<file path="config.mk">
export PLATFORM = sky130hd
export DESIGN_NAME = dht_ctrl
export DESIGN_NICKNAME = d
export VERILOG_FILES = /design/src/dht_pkg.sv /design/src/dht_ctrl.sv
export VERILOG_INCLUDE_DIRS = /design/src /design/src/src
export SDC_FILE = /design/constraint.sdc
export NUM_CORES = 1
export LEC_CHECK = 0
export ABC_AREA = 1
export BUFFER_PORTS_ARGS = -buffer_cell sky130_fd_sc_hd__buf_4
export CORE_MARGIN = 2
export CORE_UTILIZATION = 45
export DETAILED_ROUTE_END_ITERATION = 10
export PLACE_DENSITY = 0.74
export SYNTH_ARGS = -nofsm -noshare
export SYNTH_HDL_FRONTEND = slang
export SYNTH_SLANG_ARGS = --single-unit
</file>
<file path="constraint.sdc">
create_clock -name clk_i -period 1.95 [get_ports clk_i]
set_clock_uncertainty 0.15 [all_clocks]
set_input_delay 0.4875 -clock clk_i [delete_from_list [all_inputs] [get_ports clk_i]]
set_output_delay 0.4875 -clock clk_i [all_outputs]
set_load 0.1 [all_outputs]
</file>
<file path="src/assert_macros.svh">
// Assertion macros shared by the double hash table RTL.
// Included by the modules that carry concurrent assertions.
`ifndef ASSERT_MACROS_SVH
`define ASSERT_MACROS_SVH

// same-cycle implication, disabled during reset
`define DHT_ASSERT_IMPL(lbl, clk, rst_n, ante, cons) \
  lbl: assert property (@(posedge clk) disable iff (!rst_n) (ante) |-> (cons)) \
    else $error("assertion failed");

// next-cycle implication, disabled during reset
`define DHT_ASSERT_NEXT(lbl, clk, rst_n, ante, cons) \
  lbl: assert property (@(posedge clk) disable iff (!rst_n) (ante) |=> (cons)) \
    else $error("assertion failed");

`endif

</file>
<file path="src/dht_pkg.sv">
// Types and constants of the double hash table.
// No dependencies; imported by every module of the block but dht_ram.
package dht_pkg;

  localparam int unsigned OPC_W     = 2;
  localparam int unsigned KEY_W     = 31;
  localparam int unsigned VAL_W     = 31;
  localparam int unsigned CNT_OUT_W = 10;

  localparam logic [OPC_W-1:0] OP_INSERT = 2'd0;
  localparam logic [OPC_W-1:0] OP_SEARCH = 2'd1;
  localparam logic [OPC_W-1:0] OP_CLEAR  = 2'd2;

  // secondary hash: step = STEP_MOD - (key mod STEP_MOD)
  localparam int unsigned STEP_W   = 5;
  localparam logic [STEP_W-1:0] STEP_MOD = 5'd17;

  // key is reduced DIGIT_W bits per cycle, most significant digit first
  localparam int unsigned DIGIT_W   = 4;
  localparam int unsigned N_DIGITS  = 8;
  localparam int unsigned KEY_PAD_W = DIGIT_W * N_DIGITS;
  localparam int unsigned DIG_CNT_W = 3;

  typedef struct packed {
    logic [OPC_W-1:0] opcode;
    logic [KEY_W-1:0] key;
    logic [VAL_W-1:0] value;
  } in_item_t;

  typedef struct packed {
    logic                 found;
    logic [CNT_OUT_W-1:0] probe_count;
    logic                 status;
  } out_item_t;

  typedef enum logic [1:0] {
    RES_ZERO  = 2'd0,
    RES_EMPTY = 2'd1,
    RES_FOUND = 2'd2,
    RES_FULL  = 2'd3
  } res_e;

  typedef struct packed {
    logic load;        // capture item, start hashing
    logic hash;        // one digit of key reduction
    logic sweep_init;  // slot pointer to zero
    logic sweep_wr;    // clear one slot, advance pointer
    logic probe_adv;   // move to next slot on probe path
    logic ins_wr;      // store value, mark occupied
    logic res_ld;      // latch result
    res_e res_src;
    logic out_ld;      // move result into output register
  } dht_cmd_t;

  typedef struct packed {
    logic hash_last;
    logic sweep_last;
    logic occ;
    logic match;
    logic bound;
  } dht_sts_t;

endpackage

</file>
<file path="src/dht_ctrl.sv">
// Controller: sequences reset sweep, hashing, probing, clear and result hand-off.
// Depends on dht_pkg and assert_macros.svh.
`include "assert_macros.svh"

module dht_ctrl import dht_pkg::*; (
  input  logic             clk_i,
  input  logic             rst_ni,
  input  logic             in_valid_i,
  input  logic [OPC_W-1:0] in_opcode_i,
  output logic             in_stall_o,
  input  logic             out_stall_i,
  output logic             out_valid_o,
  output dht_cmd_t         cmd_o,
  input  dht_sts_t         sts_i
);

  typedef enum logic [6:0] {
    ST_INIT = 7'b0000001,
    ST_IDLE = 7'b0000010,
    ST_HASH = 7'b0000100,
    ST_RD   = 7'b0001000,
    ST_CHK  = 7'b0010000,
    ST_CLR  = 7'b0100000,
    ST_RES  = 7'b1000000
  } state_e;

  state_e           state_q, state_d;
  logic [OPC_W-1:0] op_q;
  logic             out_valid_q, out_valid_d;
  logic             in_acc;
  dht_cmd_t         cmd;

  assign in_stall_o = (state_q != ST_IDLE);
  assign in_acc     = in_valid_i && !in_stall_o;

  always_comb begin
    state_d = state_q;
    cmd     = '0;
    unique case (state_q)
      ST_INIT: begin
        cmd.sweep_wr = 1'b1;
        if (sts_i.sweep_last) begin
          state_d = ST_IDLE;
        end
      end
      ST_IDLE: begin
        if (in_acc) begin
          cmd.load = 1'b1;
          unique case (in_opcode_i)
            OP_INSERT, OP_SEARCH: state_d = ST_HASH;
            OP_CLEAR: begin
              cmd.sweep_init = 1'b1;
              state_d        = ST_CLR;
            end
            default: begin
              cmd.res_ld  = 1'b1;
              cmd.res_src = RES_ZERO;
              state_d     = ST_RES;
            end
          endcase
        end
      end
      ST_HASH: begin
        cmd.hash = 1'b1;
        if (sts_i.hash_last) begin
          state_d = ST_RD;
        end
      end
      ST_RD: state_d = ST_CHK;
      ST_CHK: begin
        priority if (!sts_i.occ) begin
          cmd.ins_wr  = (op_q == OP_INSERT);
          cmd.res_ld  = 1'b1;
          cmd.res_src = RES_EMPTY;
          state_d     = ST_RES;
        end else if (op_q == OP_SEARCH && sts_i.match) begin
          cmd.res_ld  = 1'b1;
          cmd.res_src = RES_FOUND;
          state_d     = ST_RES;
        end else if (sts_i.bound) begin
          cmd.res_ld  = 1'b1;
          cmd.res_src = RES_FULL;
          state_d     = ST_RES;
        end else begin
          cmd.probe_adv = 1'b1;
          state_d       = ST_RD;
        end
      end
      ST_CLR: begin
        cmd.sweep_wr = 1'b1;
        if (sts_i.sweep_last) begin
          cmd.res_ld  = 1'b1;
          cmd.res_src = RES_ZERO;
          state_d     = ST_RES;
        end
      end
      ST_RES: begin
        if (!out_valid_q || !out_stall_i) begin
          cmd.out_ld = 1'b1;
          state_d    = ST_IDLE;
        end
      end
      default: state_d = ST_IDLE;
    endcase
  end

  always_comb begin
    out_valid_d = out_valid_q;
    if (out_valid_q && !out_stall_i) begin
      out_valid_d = 1'b0;
    end
    if (cmd.out_ld) begin
      out_valid_d = 1'b1;
    end
  end

  always_ff @(posedge clk_i or negedge rst_ni) begin
    if (!rst_ni) begin
      state_q     <= ST_INIT;
      op_q        <= OP_INSERT;
      out_valid_q <= 1'b0;
    end else begin
      state_q     <= state_d;
      out_valid_q <= out_valid_d;
      if (in_acc) begin
        op_q <= in_opcode_i;
      end
    end
  end

  assign cmd_o       = cmd;
  assign out_valid_o = out_valid_q;

  `DHT_ASSERT_NEXT(a_accept_leaves_idle, clk_i, rst_ni, in_acc, (state_q != ST_IDLE) && (state_q != ST_INIT))
  `DHT_ASSERT_IMPL(a_insert_only_empty, clk_i, rst_ni, cmd.ins_wr, (state_q == ST_CHK) && !sts_i.occ && (op_q == OP_INSERT))
  `DHT_ASSERT_IMPL(a_out_ld_when_free, clk_i, rst_ni, cmd.out_ld, (state_q == ST_RES) && !(out_valid_q && out_stall_i))

endmodule

</file>
==> results of run 1 <==
[Yosys cell counts]
master and instances:
sky130_fd_sc_hd__buf_4 1, sky130_fd_sc_hd__dfrtp_1 9, sky130_fd_sc_hd__dfstp_2 1, sky130_fd_sc_hd__inv_1 14
sky130_fd_sc_hd__inv_2 5, sky130_fd_sc_hd__nand2_1 28, sky130_fd_sc_hd__nand2_2 4, sky130_fd_sc_hd__nand3_1 7
sky130_fd_sc_hd__nand3_2 1, sky130_fd_sc_hd__nand4_1 2, sky130_fd_sc_hd__nor2_1 11, sky130_fd_sc_hd__nor2_2 6
sky130_fd_sc_hd__nor2_4 5, sky130_fd_sc_hd__nor3_1 3, sky130_fd_sc_hd__nor3_2 2, sky130_fd_sc_hd__nor4_1 1
sky130_fd_sc_hd__o21ai_0 1, sky130_fd_sc_hd__o21ai_2 1, sky130_fd_sc_hd__or2_0 1
[logic make-up after synthesis]
kind of cell,Yosys count
and+or+nand+nor,71
DFF,10
buffers and inverters,20
AOI/OAI and AO/OA,2
[metrics by stage]
| stage | std cells | hold slack (ps) | utilization (%) | setup WS (ps) | TNS, ps |
|---|---|---|---|---|---|
| after floorplan | 103 | 41.91 | - | -1111 | -3472 |
| after detailed placement | 156 | 174.7 | 72.52 | -106.6 | -317.1 |
| after global placement | 156 | 173.0 | 72.52 | -97.58 | -211.9 |
==> flow_summary.rst, run 1 <==
.. list-table::
   :header-rows: 1

   * - Metric
     - Value
   * - Number of placement rows
     - 14
   * - Area fraction of the dominant cell type after synthesis
     - 31.52%
   * - Total of cells resized after clock tree synthesis
     - 64
   * - Number of nets in the synthesized netlist
     - 114
   * - Synthesized-area fraction occupied by adder cells
     - 0%
   * - Largest area contributor in the synthesized netlist
     - sky130_fd_sc_hd__dfrtp_1
   * - Post-Synthesis Mean Instance Area
     - 6.936 sq um
   * - Run status
     - did not finish
   * - Distinct cell type count after synthesis
     - 19
   * - Top area cells in the synthesized netlist
     - sky130_fd_sc_hd__dfrtp_1 32%, sky130_fd_sc_hd__nand2_1 15%, sky130_fd_sc_hd__nor2_4 7.9%
   * - Ports
     - 23
   * - Global placer's final weighted congestion
     - 0.7898
   * - Post-CTS Hold Fix Bufs
     - 1
   * - Failing step
     - clock tree synthesis
   * - Width of the die
     - 43.85 um
   * - Sequential element share of the synthesized area
     - 35.20%
   * - Dominant combinational cell family by area after synthesis
     - simple AND/OR/NAND/NOR gates
   * - Overall die height
     - 43.85 um
   * - Clock sink count
     - 10
   * - First Error
     - [ERROR DPL-0033] detailed placement checks failed during check placement.
   * - Starting utilization of the core area
     - 47.98%
   * - Number of instances in the synthesized netlist
     - 103
   * - Post-synthesis sequential element count
     - 10
   * - Cts bufs inserted
     - 3
   * - Proportion of synthesized area in mux cells
     - 0%
   * - Count of input and output buffers
     - 22
   * - Synthesis Warnings
     - 0
   * - Setup Buffers After CTS
     - 17
   * - CTS H-tree lvls
     - 1
   * - Synthesized-area fraction occupied by and/or/nand/nor cells
     - 51.84%
   * - Placed wire-length estimate
     - 1.518 mm
   * - Clk root buf
     - sky130_fd_sc_hd__clkbuf_4
   * - Instance area after placement
     - 1080 sq um
   * - Post-synth design cell area
     - 714.4 sq um
   * - Share of the synthesized area in compound gates (AO/OA/AOI/OAI)
     - 1.926%
   * - Max Buffers Root-to-Sink
     - 2
   * - Parity-gate share of the synthesized area counting xor and xnor cells
     - 0%
==> run 2, diff against run 1 <==
CORE_AREA = 2 2 63 65   (was default)
CORE_MARGIN = default   (was 2)
CORE_UTILIZATION = default   (was 45)
DIE_AREA = 0 0 65 67   (was default)
PLACE_DENSITY = default   (was 0.74)
PLACE_DENSITY_LB_ADDON = 0.15   (was default)
==> run 2 against run 1 <==
  * Area after synthesis unchanged
  * Synthesized cell count unchanged
  * The flow now finishes, with violations (negative setup slack)
==> flow_summary.rst, run 2 <==
.. list-table::
   :header-rows: 1

   * - Metric
     - Value
   * - Maximum operating frequency
     - 460.9 MHz
   * - Number of DRC violations after detailed routing
     - 0
   * - Worst min-delay path class
     - in2reg
   * - Reported max-cap violation count
     - 0
   * - CTS H-tree lvls
     - 1 (unchanged)
   * - Die Footprint
     - 4355 sq um
   * - Clock sink count
     - 10 (unchanged)
   * - Maximum fanout along the worst path
     - 3
   * - Top-count cell post-synth
     - sky130_fd_sc_hd__nand2_1
   * - First-pass GRT wire length
     - 3.484 mm
   * - Synth cell count leaders
     - 28 x sky130_fd_sc_hd__nand2_1, 14 x sky130_fd_sc_hd__inv_1, 11 x sky130_fd_sc_hd__nor2_1, 9 x sky130_fd_sc_hd__dfrtp_1, 7 x sky130_fd_sc_hd__nand3_1
   * - Final worst-path cycle share
     - 111.3%
   * - Worst Path Required
     - 1310 ps
   * - Maximum VDD drop
     - 1.228 mV
   * - Via count of the first global-routing pass
     - 818
   * - Max Buffers Root-to-Sink
     - 2 (unchanged)
   * - Area fraction of the dominant cell type after synthesis
     - 31.52% (unchanged)
   * - Overall die height
     - 67 um (+53%)
   * - Parity-gate share of the synthesized area counting xor and xnor cells
     - 0% (unchanged)
   * - Ports
     - 23 (unchanged)
   * - Data arrival time of the worst path
     - 1530 ps
   * - Synthesis Warnings
     - 0 (unchanged)
   * - Setup TNS Final
     - -1654 ps
   * - Final Max Slew Viols
     - 0
   * - Dominant combinational cell family by area after synthesis
     - simple AND/OR/NAND/NOR gates
   * - Power per cell area
     - 1390 nW/um^2
   * - Final-layout worst hold slack
     - 277.3 ps
   * - Count of input and output buffers
     - 22 (unchanged)
   * - Final cell utilization of the core
     - 42.37%
   * - Synthesized-area fraction occupied by and/or/nand/nor cells
     - 51.84% (unchanged)
   * - Worst Path Class, Setup
     - reg2out
   * - Clk root buf
     - sky130_fd_sc_hd__clkbuf_8
   * - Post-synth design cell area
     - 714.4 sq um (unchanged)
   * - Cts bufs inserted
     - 3 (unchanged)
   * - DR iter-0 viols
     - 9
   * - Total track usage
     - 10.56%
   * - Sequential element share of the synthesized area
     - 35.20% (unchanged)
   * - Synth async-reset ratio
     - 100.0% (unchanged)
   * - Static leakage power
     - 0.7628 nW
   * - Post-route setup slack
     - -219.7 ps
   * - Wirelength per Cell
     - 10.79 um
   * - Final hold viol count
     - 0
   * - Sum of internal, switching and leakage power
     - 2.123 mW
   * - Fraction of final layout cells with drive strength greater than 1
     - 66.67%
   * - Final layout net count
     - 171
   * - Maximum number of pins on one net before global-route repair
     - 11
   * - Total detailed-routing wirelength
     - 2.234 mm
   * - Number of nets in the synthesized netlist
     - 114 (unchanged)
   * - Antenna viol nets, final
     - 0
   * - Post-Synthesis Mean Instance Area
     - 6.936 sq um (unchanged)
   * - Post-route minimum period
     - 2170 ps
   * - Final setup violation count
     - 11
   * - Unrepaired setup endpoints after global routing
     - yes
   * - Width of the die
     - 65 um (+48%)
   * - Most used flip-flop cell after synthesis
     - sky130_fd_sc_hd__dfrtp_1
   * - Most frequent cells in the layout
     - 37 x sky130_fd_sc_hd__buf_4, 20 x sky130_fd_sc_hd__nand2_1, 10 x sky130_fd_sc_hd__nor2_4, 10 x sky130_fd_sc_hd__buf_12
   * - Minimum setup slack after placement
     - -119.6 ps (-13.05 ps)
   * - Std-Cell Core Area
     - 3606 sq um
   * - Max reg flops
     - 7
   * - Clock tree from TritonCTS
     - done
   * - Number of placement rows
     - 22 (+8)
   * - Leftover overflow at the end of global routing
     - 0
   * - Proportion of synthesized area in mux cells
     - 0% (unchanged)
   * - Total via count in the routed design
     - 814
   * - Number of flops mapped to enable cells by yosys
     - 0 (unchanged)
   * - Share of the synthesized area in compound gates (AO/OA/AOI/OAI)
     - 1.926% (unchanged)
   * - Violated checks
     - negative setup slack
   * - Critical Path Sink Type
     - output pin
   * - Worst max-slew margin expressed relative to the limit
     - 81.70%
   * - Placed wire-length estimate
     - 1.714 mm (+13%)
   * - Most common library cell in the layout ignoring fill and taps
     - sky130_fd_sc_hd__buf_4
   * - Via-per-instance ratio
     - 3.932
   * - Worst-Skew Late Latency
     - 230 ps
   * - Number of fill cells in the layout
     - 357
   * - Distinct cell type count after synthesis
     - 19 (unchanged)
   * - Area growth syn-to-layout
     - 113.8%
   * - Global placer's final weighted congestion
     - 0.7214 (-8.7%)
   * - Number of instances in the synthesized netlist
     - 103 (unchanged)
   * - Top area cells in the synthesized netlist
     - sky130_fd_sc_hd__dfrtp_1 32%, sky130_fd_sc_hd__nand2_1 15%, sky130_fd_sc_hd__nor2_4 7.9%
   * - ANT cells
     - 0
   * - Initial antenna violation count
     - 0
   * - Synthesized-area fraction occupied by adder cells
     - 0% (unchanged)
   * - Detailed-routing iteration count for the pre-antenna-repair pass
     - 4
   * - Largest area contributor in the synthesized netlist
     - sky130_fd_sc_hd__dfrtp_1
   * - Starting utilization of the core area
     - 19.81% (-28 points)
   * - Startpoint types
     - flop
   * - Run status
     - complete, but fails checks
   * - Post-synthesis sequential element count
     - 10 (unchanged)
   * - Tightest Pin Transition
     - 276.8 ps
   * - Clock-pin slew of the registers on the worst-case setup and hold paths
     - 50 ps
   * - Register with the most flip-flops
     - state_q
[run 2: cell counts after synthesis]
No cell type changed its count.
[run 2: what timing repair did]
action                     CTS  global route
setup endpoints to repair   11            11
hold endpoints to repair     9             0
hold buffers                 1             0
gates resized for setup     51            14
setup buffers                8             5
pin swaps                    8             8
[run 2: cell families after synthesis]
kind of cell / count (synthesis)
and+or+nand+nor: 71
buffers and inverters: 20
DFF: 10
AOI/OAI and AO/OA: 2
[run 2: report_power, final]
part / internal (mW) / total [mW] / switching, mW
Clock: 0.178 / 0.266 / 0.0880
Combinational: 0.631 / 1.53 / 0.897
Sequential: 0.270 / 0.328 / 0.0582
[run 2: critical path, cell delays in order (launching register included)]
cell	delay, ps
sky130_fd_sc_hd__dfrtp_1	410
sky130_fd_sc_hd__inv_2	80
sky130_fd_sc_hd__nand2_2	70
sky130_fd_sc_hd__nor2_4	150
sky130_fd_sc_hd__nand2_8	60
sky130_fd_sc_hd__nor2_4	120
sky130_fd_sc_hd__inv_2	70
sky130_fd_sc_hd__nor3_4	150
sky130_fd_sc_hd__buf_12	200
[run 2: path summary, 6_finish.rpt]
| kind | end | start | cells past startpoint | slack [ps] |
|---|---|---|---|---|
| max reg2reg | state_q[5]$_DFFE_PN0P_ | state_q[0]$_DFFE_PN1P_ | 11 | 240 |
| min reg2reg | out_valid_o$_DFFE_PN0P_ | out_valid_o$_DFFE_PN0P_ | 2 | 370 |
| max | cmd_o[7] | state_q[2]$_DFFE_PN0P_ | 8 | -220 |
| min | state_q[0]$_DFFE_PN1P_ | sts_i[3] | 2 | 280 |
| max in group asynchronous | state_q[0]$_DFFE_PN1P_ | rst_ni | 2 | 950 |
| min in group asynchronous | state_q[3]$_DFFE_PN0P_ | rst_ni | 2 | 480 |
[run 2: routing by layer]
layer / GRT usage, % / share of wire, % / vias to the layer above
met2: 17.01 / 50 / 17
met3: 1.351 / 3.9 / 2
met5: 0 / 0 / -
li1: - / - / 426
met4: 4.787 / 1.5 / 0
met1: 14.01 / 45 / 369
[run 2: per-stage QoR]
stage | instance area [sq um] | instances
after floorplan | 782.0 | 103
after global placement | 1142 | 191
after detailed placement | 1142 | 191
after CTS | 1458 | 204
after global routing | 1528 | 207
final | 1528 | 207
[run 2: final cells by class]
class / count / area [sq um] / share of cell area, %
well taps: 48 / 60.06 / 3.931
multi-input cells: 73 / 530.5 / 34.73
flip-flops and latches: 10 / 254.0 / 16.63
inverters: 19 / 83.83 / 5.487
repair buffers: 53 / 544.3 / 35.63
clock buffers: 4 / 55.05 / 3.604
Note: power is estimated with default switching activity, not from simulation.
